==> src/hw/rtl/sipid_pkg.sv <==
// Package of the servo incremental PID block: field widths, codes, reset values,
// reciprocal constants and the structs passed between the modules. No dependencies.
`timescale 1ns / 1ps
`default_nettype none

package sipid_pkg;

  localparam int CHANNELS    = 2;
  localparam int SAMPLE_BITS = 12;

  // Mode codes of an input request; the spare code behaves as idle.
  localparam logic [1:0] MODE_IDLE  = 2'd0;
  localparam logic [1:0] MODE_DUTY  = 2'd1;
  localparam logic [1:0] MODE_ANGLE = 2'd2;

  // Configuration register indexes.
  localparam logic [2:0] CFG_DUTY_LIMIT     = 3'd0;
  localparam logic [2:0] CFG_POSITION_LOW   = 3'd1;
  localparam logic [2:0] CFG_POSITION_HIGH  = 3'd2;
  localparam logic [2:0] CFG_ERROR_DEADBAND = 3'd3;
  localparam logic [2:0] CFG_REWRITE_MARGIN = 3'd4;

  // Register values after reset.
  localparam logic [15:0] RST_DUTY_LIMIT     = 16'd1000;
  localparam logic [11:0] RST_POSITION_LOW   = 12'd100;
  localparam logic [11:0] RST_POSITION_HIGH  = 12'd3800;
  localparam logic [7:0]  RST_ERROR_DEADBAND = 8'd10;
  localparam logic [9:0]  RST_REWRITE_MARGIN = 10'd50;

  localparam logic [15:0] DUTY_MAG_MAX = 16'hFFFF;

  // Exact truncating division by reciprocal multiplication.
  // x / 20 for x < 2^14: (x * 26215) >> 19.
  localparam logic [27:0] DIV20_MUL   = 28'd26215;
  // x / 100 for x < 2^23: (x * 10737419) >> 30.
  localparam logic [46:0] DIV100_MUL  = 47'd10737419;

  localparam logic signed [31:0] SUM_MAX = 32'sh7FFF_FFFF;
  localparam logic signed [31:0] SUM_MIN = 32'sh8000_0000;

  typedef struct packed {
    logic [15:0] duty_limit;
    logic [11:0] position_low;
    logic [11:0] position_high;
    logic [7:0]  error_deadband;
    logic [9:0]  rewrite_margin;
  } cfg_t;

  typedef struct packed {
    logic                  channel;
    logic [SAMPLE_BITS-1:0] position;
    logic [1:0]            mode;
    logic [SAMPLE_BITS-1:0] target;
    logic signed [16:0]    duty_request;
  } item_t;

  // PID history of one channel.
  typedef struct packed {
    logic signed [13:0] previous_error;
    logic signed [13:0] older_error;
    logic signed [31:0] duty_sum;
  } hist_t;

  // Contents of the register between the sum stage and the duty stage.
  typedef struct packed {
    logic               channel;
    logic signed [31:0] duty_sum;
    logic [15:0]        limit;
  } mid_t;

endpackage

`default_nettype wire

==> src/hw/rtl/sipid_accum.sv <==
// Sum stage of the servo PID: target clamp, error with deadband and the
// saturating incremental PID sum. Depends on sipid_pkg.
`timescale 1ns / 1ps
`default_nettype none

module sipid_accum import sipid_pkg::*; (
  input  item_t       item,
  input  cfg_t        cfg,
  input  hist_t       hist,
  output hist_t       hist_next,
  output logic [15:0] limit
);

  logic               req_neg;
  logic               req_pos;
  logic [16:0]        req_mag;
  logic [15:0]        duty_lim;
  logic [11:0]        tgt_raw;
  logic [11:0]        tgt_lo;
  logic [11:0]        tgt;
  logic signed [13:0] diff;
  logic [12:0]        diff_mag;
  logic signed [13:0] err;
  logic [12:0]        err_mag;
  logic [27:0]        div_prod;
  logic [8:0]         div_q;
  logic signed [25:0] e_w;
  logic signed [25:0] e1_w;
  logic signed [25:0] e2_w;
  logic signed [25:0] q_w;
  logic signed [25:0] prop_t;
  logic signed [25:0] der_t;
  logic signed [25:0] delta;
  logic signed [33:0] sum_w;
  logic signed [31:0] sum_sat;
  logic               run;
  logic               quiet;

  assign req_neg  = item.duty_request[16];
  assign req_pos  = !req_neg && (item.duty_request != 17'sd0);
  // A request of -65536 has magnitude 65536 and is limited to 65535.
  assign req_mag  = req_neg ? 17'(-item.duty_request) : item.duty_request;
  assign duty_lim = req_mag[16] ? DUTY_MAG_MAX : req_mag[15:0];

  always_comb begin
    if (item.mode == MODE_DUTY) begin
      tgt_raw = req_pos ? cfg.position_high :
                req_neg ? cfg.position_low : item.position;
    end else begin
      tgt_raw = item.target;
    end
    // Raise to the low limit first, then lower to the high limit.
    tgt_lo = (tgt_raw < cfg.position_low) ? cfg.position_low : tgt_raw;
    tgt    = (tgt_lo > cfg.position_high) ? cfg.position_high : tgt_lo;
  end

  // Both operands are 12-bit, so the difference never leaves the 14-bit
  // error range and needs no saturation.
  assign diff     = $signed({2'b00, tgt}) - $signed({2'b00, item.position});
  assign diff_mag = diff[13] ? 13'(-diff) : diff[12:0];
  assign err      = (diff_mag < {5'b0, cfg.error_deadband}) ? 14'sd0 : diff;
  assign err_mag  = (err == 14'sd0) ? 13'd0 : diff_mag;

  // Integral term 50*e/1000 is e/20 truncated toward zero.
  assign div_prod = {15'b0, err_mag} * DIV20_MUL;
  assign div_q    = div_prod[27:19];
  assign q_w      = err[13] ? -$signed({17'b0, div_q}) : $signed({17'b0, div_q});

  assign e_w  = 26'(err);
  assign e1_w = 26'(hist.previous_error);
  assign e2_w = 26'(hist.older_error);

  assign prop_t = (e_w - e1_w) * 26'sd100;
  assign der_t  = (e_w - (e1_w <<< 1) + e2_w) * 26'sd50;
  assign delta  = prop_t + q_w + der_t;
  assign sum_w  = 34'(hist.duty_sum) + 34'(delta);

  always_comb begin
    if (sum_w[33:31] == 3'b000 || sum_w[33:31] == 3'b111) begin
      sum_sat = sum_w[31:0];
    end else begin
      sum_sat = sum_w[33] ? SUM_MIN : SUM_MAX;
    end
  end

  assign run   = (item.mode == MODE_DUTY) || (item.mode == MODE_ANGLE);
  assign quiet = (err == 14'sd0) && (hist.previous_error == 14'sd0);

  always_comb begin
    if (run) begin
      hist_next.previous_error = err;
      hist_next.older_error    = hist.previous_error;
      hist_next.duty_sum       = quiet ? 32'sd0 : sum_sat;
    end else begin
      // Idle clears the history; a zero sum then yields a zero duty.
      hist_next = '0;
    end
  end

  assign limit = (item.mode == MODE_DUTY) ? duty_lim : cfg.duty_limit;

endmodule

`default_nettype wire

==> src/hw/rtl/sipid_duty.sv <==
// Duty stage of the servo PID: sum divided by 100, clamp to the limit and the
// motor rewrite decision against the held duty. Depends on sipid_pkg.
`timescale 1ns / 1ps
`default_nettype none

module sipid_duty import sipid_pkg::*; (
  input  mid_t               mid,
  input  logic signed [16:0] held,
  input  logic [9:0]         rewrite_margin,
  output logic signed [16:0] duty,
  output logic               rewrite
);

  logic               neg;
  logic [31:0]        mag;
  logic [22:0]        x;
  logic [46:0]        prod;
  logic [16:0]        q;
  logic [16:0]        qc;
  logic signed [17:0] delta;
  logic [17:0]        delta_mag;
  logic               sign_diff;

  assign neg = mid.duty_sum[31];
  assign mag = neg ? 32'(-mid.duty_sum) : mid.duty_sum;
  // Any magnitude of 2^23 or more gives a quotient above every limit,
  // so it is pinned before the divide.
  assign x    = (mag[31:23] != 9'd0) ? {23{1'b1}} : mag[22:0];
  assign prod = {24'b0, x} * DIV100_MUL;
  assign q    = prod[46:30];
  assign qc   = (q > {1'b0, mid.limit}) ? {1'b0, mid.limit} : q;
  assign duty = neg ? -$signed(qc) : $signed(qc);

  assign delta     = 18'(duty) - 18'(held);
  assign delta_mag = delta[17] ? 18'(-delta) : delta;
  assign sign_diff = (duty[16] != held[16]) ||
                     ((duty == 17'sd0) != (held == 17'sd0));
  assign rewrite   = sign_diff || (delta_mag > {8'b0, rewrite_margin});

endmodule

`default_nettype wire

==> src/hw/rtl/servo_incremental_pid_unit.sv <==
// Top level of the servo incremental PID controller: handshakes, configuration
// registers, per-channel history and the pipeline. Uses sipid_pkg, sipid_accum
// and sipid_duty.
//
//  Channel  | Direction | Carries
//  s_axis   | in        | one control tick request: channel, mode, position, target, duty request
//  m_axis   | out       | one result request per tick: channel, held duty, rewrite flag, compares
//  cfg      | in        | register writes by index, always ready
//
// A request is carried by the input register, the middle register and the result register in turn:
// the input register feeds the sum stage, the sum stage fills the middle register and the
// duty stage fills the result register.
// One request is accepted every cycle unless a stalled result has filled the stages; the sum loop
// through the channel history and the rewrite loop through the held duty each close within one stage.
// Reset clears the registers to their documented values, all channel history
// and all held duties; there is no clearing pass.
// A stalled result only blocks the stages behind it once they are all full.
`timescale 1ns / 1ps
`default_nettype none

module servo_incremental_pid_unit import sipid_pkg::*; (
  input  logic        clk,
  input  logic        rst,
  input  logic        s_axis_tvalid,
  output logic        s_axis_tready,
  // Bits from 0: position[11:0], target[23:12], duty_request[40:24], zeros[47:41]
  input  logic [47:0] s_axis_tdata,
  // Bits from 0: channel[0], mode[2:1]
  input  logic [2:0]  s_axis_tuser,
  output logic        m_axis_tvalid,
  input  logic        m_axis_tready,
  // Bits from 0: duty[16:0], rewritten[17], forward_compare[33:18],
  // reverse_compare[49:34], zeros[55:50]
  output logic [55:0] m_axis_tdata,
  // Bits from 0: out_channel[0]
  output logic [0:0]  m_axis_tuser,
  input  logic        cfg_valid,
  output logic        cfg_ready,
  input  logic [2:0]  cfg_index,
  input  logic [15:0] cfg_data
);

  cfg_t  cfg;
  hist_t hist [CHANNELS];
  logic signed [16:0] applied [CHANNELS];

  // Pipeline registers.
  logic  in_valid;
  item_t in_item;
  logic  mid_valid;
  mid_t  mid;
  logic  out_valid;
  logic               out_channel;
  logic signed [16:0] out_duty;
  logic               out_rewritten;
  logic [15:0]        out_forward;
  logic [15:0]        out_reverse;

  // Stage advance: each stage moves when the one after it can take its content.
  logic out_adv;
  logic mid_adv;
  logic in_adv;

  hist_t              hist_next;
  logic [15:0]        limit;
  logic signed [16:0] duty_new;
  logic               rewrite;
  logic signed [16:0] held_cur;
  logic signed [16:0] held_next;

  assign out_adv = !out_valid || m_axis_tready;
  assign mid_adv = !mid_valid || out_adv;
  assign in_adv  = !in_valid || mid_adv;

  assign s_axis_tready = in_adv;
  assign cfg_ready     = 1'b1;

  // Configuration registers; writes beyond the list are dropped.
  always_ff @(posedge clk) begin
    if (rst) begin
      cfg.duty_limit     <= RST_DUTY_LIMIT;
      cfg.position_low   <= RST_POSITION_LOW;
      cfg.position_high  <= RST_POSITION_HIGH;
      cfg.error_deadband <= RST_ERROR_DEADBAND;
      cfg.rewrite_margin <= RST_REWRITE_MARGIN;
    end else if (cfg_valid && cfg_ready) begin
      unique case (cfg_index)
        CFG_DUTY_LIMIT:     cfg.duty_limit     <= cfg_data;
        CFG_POSITION_LOW:   cfg.position_low   <= cfg_data[11:0];
        CFG_POSITION_HIGH:  cfg.position_high  <= cfg_data[11:0];
        CFG_ERROR_DEADBAND: cfg.error_deadband <= cfg_data[7:0];
        CFG_REWRITE_MARGIN: cfg.rewrite_margin <= cfg_data[9:0];
        default: ;
      endcase
    end
  end

  // Sum stage: reads and updates the history of the tick's channel in the same
  // cycle, so the next tick of that channel always sees the fresh values.
  sipid_accum u_accum (
    .item      (in_item),
    .cfg       (cfg),
    .hist      (hist[in_item.channel]),
    .hist_next (hist_next),
    .limit     (limit)
  );

  // Duty stage: the held duty is read and written here, in request order.
  assign held_cur = applied[mid.channel];

  sipid_duty u_duty (
    .mid            (mid),
    .held           (held_cur),
    .rewrite_margin (cfg.rewrite_margin),
    .duty           (duty_new),
    .rewrite        (rewrite)
  );

  assign held_next = rewrite ? duty_new : held_cur;

  // Valid flags and channel state.
  always_ff @(posedge clk) begin
    if (rst) begin
      in_valid  <= 1'b0;
      mid_valid <= 1'b0;
      out_valid <= 1'b0;
      for (int i = 0; i < CHANNELS; i++) begin
        hist[i]    <= '0;
        applied[i] <= 17'sd0;
      end
    end else begin
      if (in_adv) begin
        in_valid <= s_axis_tvalid;
      end
      if (mid_adv) begin
        mid_valid <= in_valid;
      end
      if (out_adv) begin
        out_valid <= mid_valid;
      end
      if (in_valid && mid_adv) begin
        hist[in_item.channel] <= hist_next;
      end
      if (mid_valid && out_adv) begin
        applied[mid.channel] <= held_next;
      end
    end
  end

  // Payload registers.
  always_ff @(posedge clk) begin
    if (s_axis_tvalid && in_adv) begin
      in_item.channel      <= s_axis_tuser[0];
      in_item.mode         <= s_axis_tuser[2:1];
      in_item.position     <= s_axis_tdata[11:0];
      in_item.target       <= s_axis_tdata[23:12];
      in_item.duty_request <= s_axis_tdata[40:24];
    end
    if (in_valid && mid_adv) begin
      mid.channel  <= in_item.channel;
      mid.duty_sum <= hist_next.duty_sum;
      mid.limit    <= limit;
    end
    if (mid_valid && out_adv) begin
      out_channel   <= mid.channel;
      out_duty      <= held_next;
      out_rewritten <= rewrite;
      out_forward   <= (!held_next[16] && held_next != 17'sd0) ? held_next[15:0] : 16'd0;
      out_reverse   <= held_next[16] ? 16'(-held_next) : 16'd0;
    end
  end

  assign m_axis_tvalid = out_valid;
  assign m_axis_tdata  = {6'b0, out_reverse, out_forward, out_rewritten, out_duty};
  assign m_axis_tuser  = out_channel;

endmodule

`default_nettype wire

==> config.mk <==
export PLATFORM = sky130hd
export DESIGN_NAME = servo_incremental_pid_unit
export DESIGN_NICKNAME = d
export VERILOG_FILES = /design/src/hw/rtl/sipid_pkg.sv /design/src/hw/rtl/sipid_accum.sv /design/src/hw/rtl/sipid_duty.sv /design/src/hw/rtl/servo_incremental_pid_unit.sv
export SDC_FILE = /design/constraint.sdc
export NUM_CORES = 2
export LEC_CHECK = 0
export ABC_AREA = 1
export CAP_MARGIN = 20
export CELL_PAD_IN_SITES_DETAIL_PLACEMENT = 1
export CELL_PAD_IN_SITES_GLOBAL_PLACEMENT = 1
export CORE_ASPECT_RATIO = 1.4
export CORE_MARGIN = 1.5
export CORE_UTILIZATION = 51
export DETAILED_ROUTE_END_ITERATION = 10
export DONT_BUFFER_PORTS = 1
export GPL_TIMING_DRIVEN = 0
export PLACE_DENSITY = 0.79
export SYNTH_ARGS = -nofsm -noshare
export SYNTH_HDL_FRONTEND = slang
export SYNTH_SLANG_ARGS = --single-unit
==> constraint.sdc <==
create_clock -name clk -period 24.8 [get_ports clk]
set_input_delay 1.24 -clock clk [delete_from_list [all_inputs] [get_ports clk]]
set_output_delay 1.24 -clock clk [all_outputs]
set_load 0.05 [all_outputs]
[After elaboration in Yosys (flattened, before gate mapping)]
Memories as Yosys holds them, arrays and structs flattened. A register that Yosys moved wholly into a read port is not among the register bits.
Index checks and enable logic that the tools add are counted.
Operators by class
  add/subtract/negate cells: 15
  multipliers: 4
  $lt $le $gt $ge: 5
  equality and inequality tests: 9
  multiplexer cells: 38
  reductions and logical operators: 34
Operator list (count)
  32-bit 2-to-1 mux: 4
  60-bit 2-to-1 mux: 2
  17-bit 2-to-1 mux: 5
  12-bit 2-to-1 mux: 5
  60-bit OR reduction: 1
  26-bit adder: 2
  23-bit by 24-bit multiplier with 47-bit output, second input constant: 1
  17-bit logical NOT: 2
  17-bit negator: 2
  17-bit nonzero test: 2
  32-bit by 26-bit adder with 33-bit output: 1
  16-bit 2-to-1 mux: 2
  32-bit negator: 1
  14-bit logical NOT: 2
  13-bit by 15-bit multiplier with 28-bit output, second input constant: 1
  26-bit by 6-bit multiplier with 24-bit output, second input constant: 1
  26-bit by 6-bit multiplier with 25-bit output, second input constant: 1
  13-bit 2-to-1 mux: 2
  26-bit 2-to-1 mux: 1
  9-bit negator with 26-bit output: 1
  23-bit 2-to-1 mux: 1
  18-bit by 10-bit greater-than comparator with 1-bit output: 1
  18-bit 2-to-1 mux: 1
  18-bit negator: 1
  26 further kinds: 62
Word-level totals
  register bits: 205
  RAM bits: 154
  output and inout port bits: 60
  word-level logic and storage cells: 128
  memories kept: 2
Memories
  hist: depth 2, bits a word 60, rd ports 1, clocked after memory_dff 1, wr ports 2, line servo_incremental_pid_unit.sv:44  | hist_t hist [CHANNELS];
  applied: depth 2, bits a word 17, rd ports 1, clocked after memory_dff 1, wr ports 2, line servo_incremental_pid_unit.sv:45  | logic signed [16:0] applied [CHANNELS];

[Depth between registers and ports, before layout]
  depth in word-level cells: 27
  depth in mapped cells: 129
  mapped depth without buffers: 127

[Modules after synthesis]
From an unflattened synthesis, not the netlist that was laid out.
Second synthesis, totals
  cells, all modules: 5553
  area, all modules: 44183.6 um^2
Modules (own cells, without submodules)
  sipid_accum: times used 1, cells an instance 2425, area an instance 15793.9 um^2, sequential area each 0.0 um^2
  sipid_duty: times used 1, cells an instance 1981, area an instance 14282.4 um^2, sequential area each 0.0 um^2
  servo_incremental_pid_unit: times used 1, cells an instance 1147, area an instance 14107.3 um^2, sequential area each 10209.8 um^2

[Worst setup path before layout]
No wires, ideal clock.
  path kind: reg2reg
  start point: register in_item[0] (netlist bit)
  end point: memory hist[0][22] (netlist bit) (data pin)
  library setup time: 0.140 ns
  arrival: 18.780 ns
  data required time: 24.660 ns
  setup slack: 5.880 ns
  stages on the path, launching flop included: 121
  clock period less this slack: 18.920 ns
  cell sequence: edfxtp_1 -> inv_1 -> ha_1 -> inv_1 -> nor3_1 -> nand2_1 -> nor2_1 -> nand4_1 -> nand2_1 -> buf_1 -> o211ai_1 -> o21ai_0 -> a21oi_1 -> ha_1 -> a21oi_1 -> or2_2 -> a21oi_1 -> a2111oi_0 -> (+85 left out) -> xor2_1 -> ha_1 -> nand2_1 -> o21ai_0 -> nand3_1 -> nand2_1 -> inv_1 -> nor2_1 -> a31oi_1 -> a21oi_1 -> inv_1 -> nor2_1 -> inv_1 -> nand2_1 -> clkbuf_1 -> a21oi_1 -> or2_2 -> nor2_1
RTL lines
  from (decl): line servo_incremental_pid_unit.sv:49  | item_t in_item;
  to (decl): line servo_incremental_pid_unit.sv:44

==> impl_results.md <==
- Fmax: 43.53 MHz
- Reg2reg start: in_item[0]
- Layout cell share with drive strength beyond 1: 0.05758
- Placeable Area: 80030 um^2
- Tightest Hold Check Type: register to register
- Die Ht: around 340 um
- Fin area: between 40000 and 50000 um^2
- Worst setup EP type: register
- Distinct cells, synth: 60
- Clk Latency, worst-skew pair: 620 ps
- Setup Viol. Count Final: 0
- Crit path max fanout: 10
- Drt total wl: 125300 um
- Mapped Area: 41080 um^2
- Post-Syn Area per Cell: approximately 8.5 um^2
- Busiest grt layer: met2
- Placed instance area: between 40000 and 50000 um^2
- Warnings from Yosys: 0
- Worst slew margin: 0.2499
- Layout Nets: 5892
- #FFs+latches synth: 357
- FP Rows: 123
- Met2 Use GR: 0.5975
- WP data required: 25220 ps
- Min Tclk post-route: ~23000 ps
- Worst Hold Path EP: mid[48]
- Vias in the first global route: 36870
- Worst-path clk slew: roughly 70 ps
- R2R cell count: 114
- Area Growth Syn to Fin: 7.096%
- Die Wd: 242.9 um
- Met1 Usage GRT: 0.3278
- Ys flop type: edfxtp_1
- CP max stage cell: xor2_1
- Grt total ovfl: 0
- CP Launch Type: register
- Starting density of the core: 0.5134
- CP most frequent cell: nand2_1
- Initial DRC Count: about 1500
- Synth Instances: about 4800
- Hpwl dp: 106200 um
- Largest net degree at the start of global routing: 59
- # IOs: 135
- Final GP Congestion: 0.9603
- Filler instances: 9621
- Residual DRC count: 0
- First-pass GRT wire length: 198000 um
- Clock skew: around 58 ps
- Routed via count: around 33000
- Clk sinks: 357
- Root Buffer: clkbuf_16
- EDFF count, synth: 294
- Hold Violations, Final: 0
- Num CTS Buffers: 40
- Max_cap viols: 0
- Worst-Margin Slew: between 1000 and 1500 ps
- Register area share after synthesis: 0.2456
- Hold depth: 0
- Die area: 82290 um^2
- Met3 Use GR: 0.03143
- H-tree levels: 2
- Clock Path Buffers: 3
- First-pass DRT Iterations: 6
- Area taken by multi-input logic gates: approximately 27000 um^2
- Initial antenna violation count: 2
- Critical Path AT: 23400 ps
- IO buf count: 0
- Final worst path period share: 0.9263
- Post-route ant nets: 0
- Max stage delay on crit path: 620 ps
- Cts hold-fix bufs: 0
- Total track usage: 0.3084
- Sequential standard cell area: about 10000 um^2
- Post-synth ARST share: 0
- Hold wc startpoint: in_item[43]
- R2r endpoint: hist[0][22]
- Run status: completed
- Critical path class: register to register
- Fin. max-slew vios: 0
- CTS tree: built
- Vias per cell: 5.534
- R2R setup slack: between 1500 and 2000 ps
- WL per Instance: 20.90 um
## cells in the mapped netlist (all sizes together), types with 2 or more instances
library cell,n,area share
a211oi,6,0.0011
mux2i,16,0.0039
nor4,11,0.0017
conb,2,0.00018
nand3b,13,0.0024
or2,32,0.0049
ha,595,0.18
o21bai,36,0.0066
dfxtp,63,0.031
a21o,11,0.0020
o21ai,245,0.031
o21a,9,0.0016
clkinv,3,0.00027
xnor2,54,0.012
nor3b,3,0.00055
nor2,487,0.046
o211ai,31,0.0057
o2111ai,2,0.00043
fa,319,0.16
a21oi,309,0.038
inv,1000,0.091
nand4,62,0.0094
o41ai,2,0.00043
a31oi,15,0.0023
clkbuf,59,0.0054
xor2,159,0.034
nor3,47,0.0058
mux2,45,0.012
o31ai,12,0.0022
buf,34,0.0068
nand3,126,0.017
nand2,728,0.070
and2,4,0.00061
a2111oi,3,0.00064
edfxtp,294,0.21
## repair_timing
action	in CTS	in global routing
cloned	0	0
pin swaps	0	1
setup buffers	0	3
gates resized for setup	3	26
endpoints found under the setup margin	60	96
## registers in the layout, summed over array words and instances, names as in the netlist, 16 cells and up, named ones only
signal and cells:
out_duty 17, hist 116, out_reverse 16, out_forward 16, mid 49, in_item 44, cfg 58, applied 34
## worst max path at each step
stage / startpoint / end / cells past startpoint
global route: in_item[0] / hist[0][22] / 119
finish: in_item[0] / hist[0][22] / 114
CTS: in_item[0] / hist[0][22] / 120
detailed placement: in_item[0] / hist[0][22] / 114
global placement: in_item[0] / hist[0][22] / 114
floorplan: in_item[0] / hist[0][22] / 120
## layout by cell type (no fill, tap or decap), types with 22 or more instances in the layout
| master | synthesis | routed |
|---|---|---|
| a21oi_1 | 309 | 307 |
| clkbuf_1 | 59 | 63 |
| clkbuf_16 | 0 | 40 |
| dfxtp_1 | 63 | 63 |
| edfxtp_1 | 294 | 294 |
| fa_1 | 319 | 319 |
| ha_1 | 595 | 595 |
| inv_1 | 992 | 989 |
| mux2_2 | 45 | 45 |
| nand2_1 | 690 | 687 |
| nand2_2 | 32 | 33 |
| nand3_1 | 116 | 116 |
| nand4_1 | 62 | 62 |
| nor2_1 | 464 | 461 |
| nor2_2 | 19 | 22 |
| nor3_1 | 46 | 46 |
| o211ai_1 | 31 | 31 |
| o21ai_0 | 224 | 220 |
| o21bai_1 | 36 | 36 |
| or2_2 | 32 | 32 |
| xnor2_1 | 54 | 53 |
| xor2_1 | 159 | 158 |
## critical path, delay by kind of cell, from the launching register on
kind	cells	cell delay, ps
compound gates	40	7310
fa+ha+maj	15	5740
simple gates	37	5130
buf+inv	18	2820
xor+xnor	4	1320
flops	1	490
## per-stage QoR
step | setup slack, ps | hold WS (ps) | setup TNS, ps | cells | util
3_5_place_dp | -51.77 | 437.0 | -148.2 | 5920 | 0.5317
6_report | 1828 | 466.1 | 0 | 5996 | 0.5498
2_1_floorplan | 5880 | 424.5 | 0 | 4853 | -
4_1_cts | 6.899 | 457.9 | 0 | 5991 | 0.5490
3_3_place_gp | 526.7 | 432.5 | 0 | 5915 | 0.5302
5_1_grt | -7.763 | 481.8 | -7.763 | 5994 | 0.5497
## routing by layer
layer / wire length, um / vias to the layer above
met5: 30 / -
met4: 6644 / 4
met3: 4233 / 316
met2: 68300 / 705
met1: 46110 / 16440
li1: - / 15710
## layout make-up
class / instances / area share
Timing Repair Buffer: 8 / 0.002673
Antenna cell: 2 / 0.0001138
Sequential cell: 357 / 0.2293
Inverter: 1004 / 0.08597
Buffer: 93 / 0.01157
Clock inverter: 18 / 0.006683
Multi-Input combinational cell: 3399 / 0.6089
Clock buffer: 53 / 0.02454
Tap cell: 1062 / 0.03020
## cells by family (layout without fill, tap and decap cells)
kind of cell    after synthesis  in the layout  share of synthesized area
buf+inv                    1097           1176                     0.1042
other cells                   2              9                  0.0001828
xor+xnor                    213            213                    0.04541
fa+ha+maj                   914            914                     0.3367
compound gates              689            689                    0.09292
flops                       357            357                     0.2456
mux                          61             61                    0.01623
simple gates               1515           1515                     0.1588
Power is left out: the tool's default activity adds up to more than one toggle a clock period on the data nets, which glitch-free logic cannot reach.
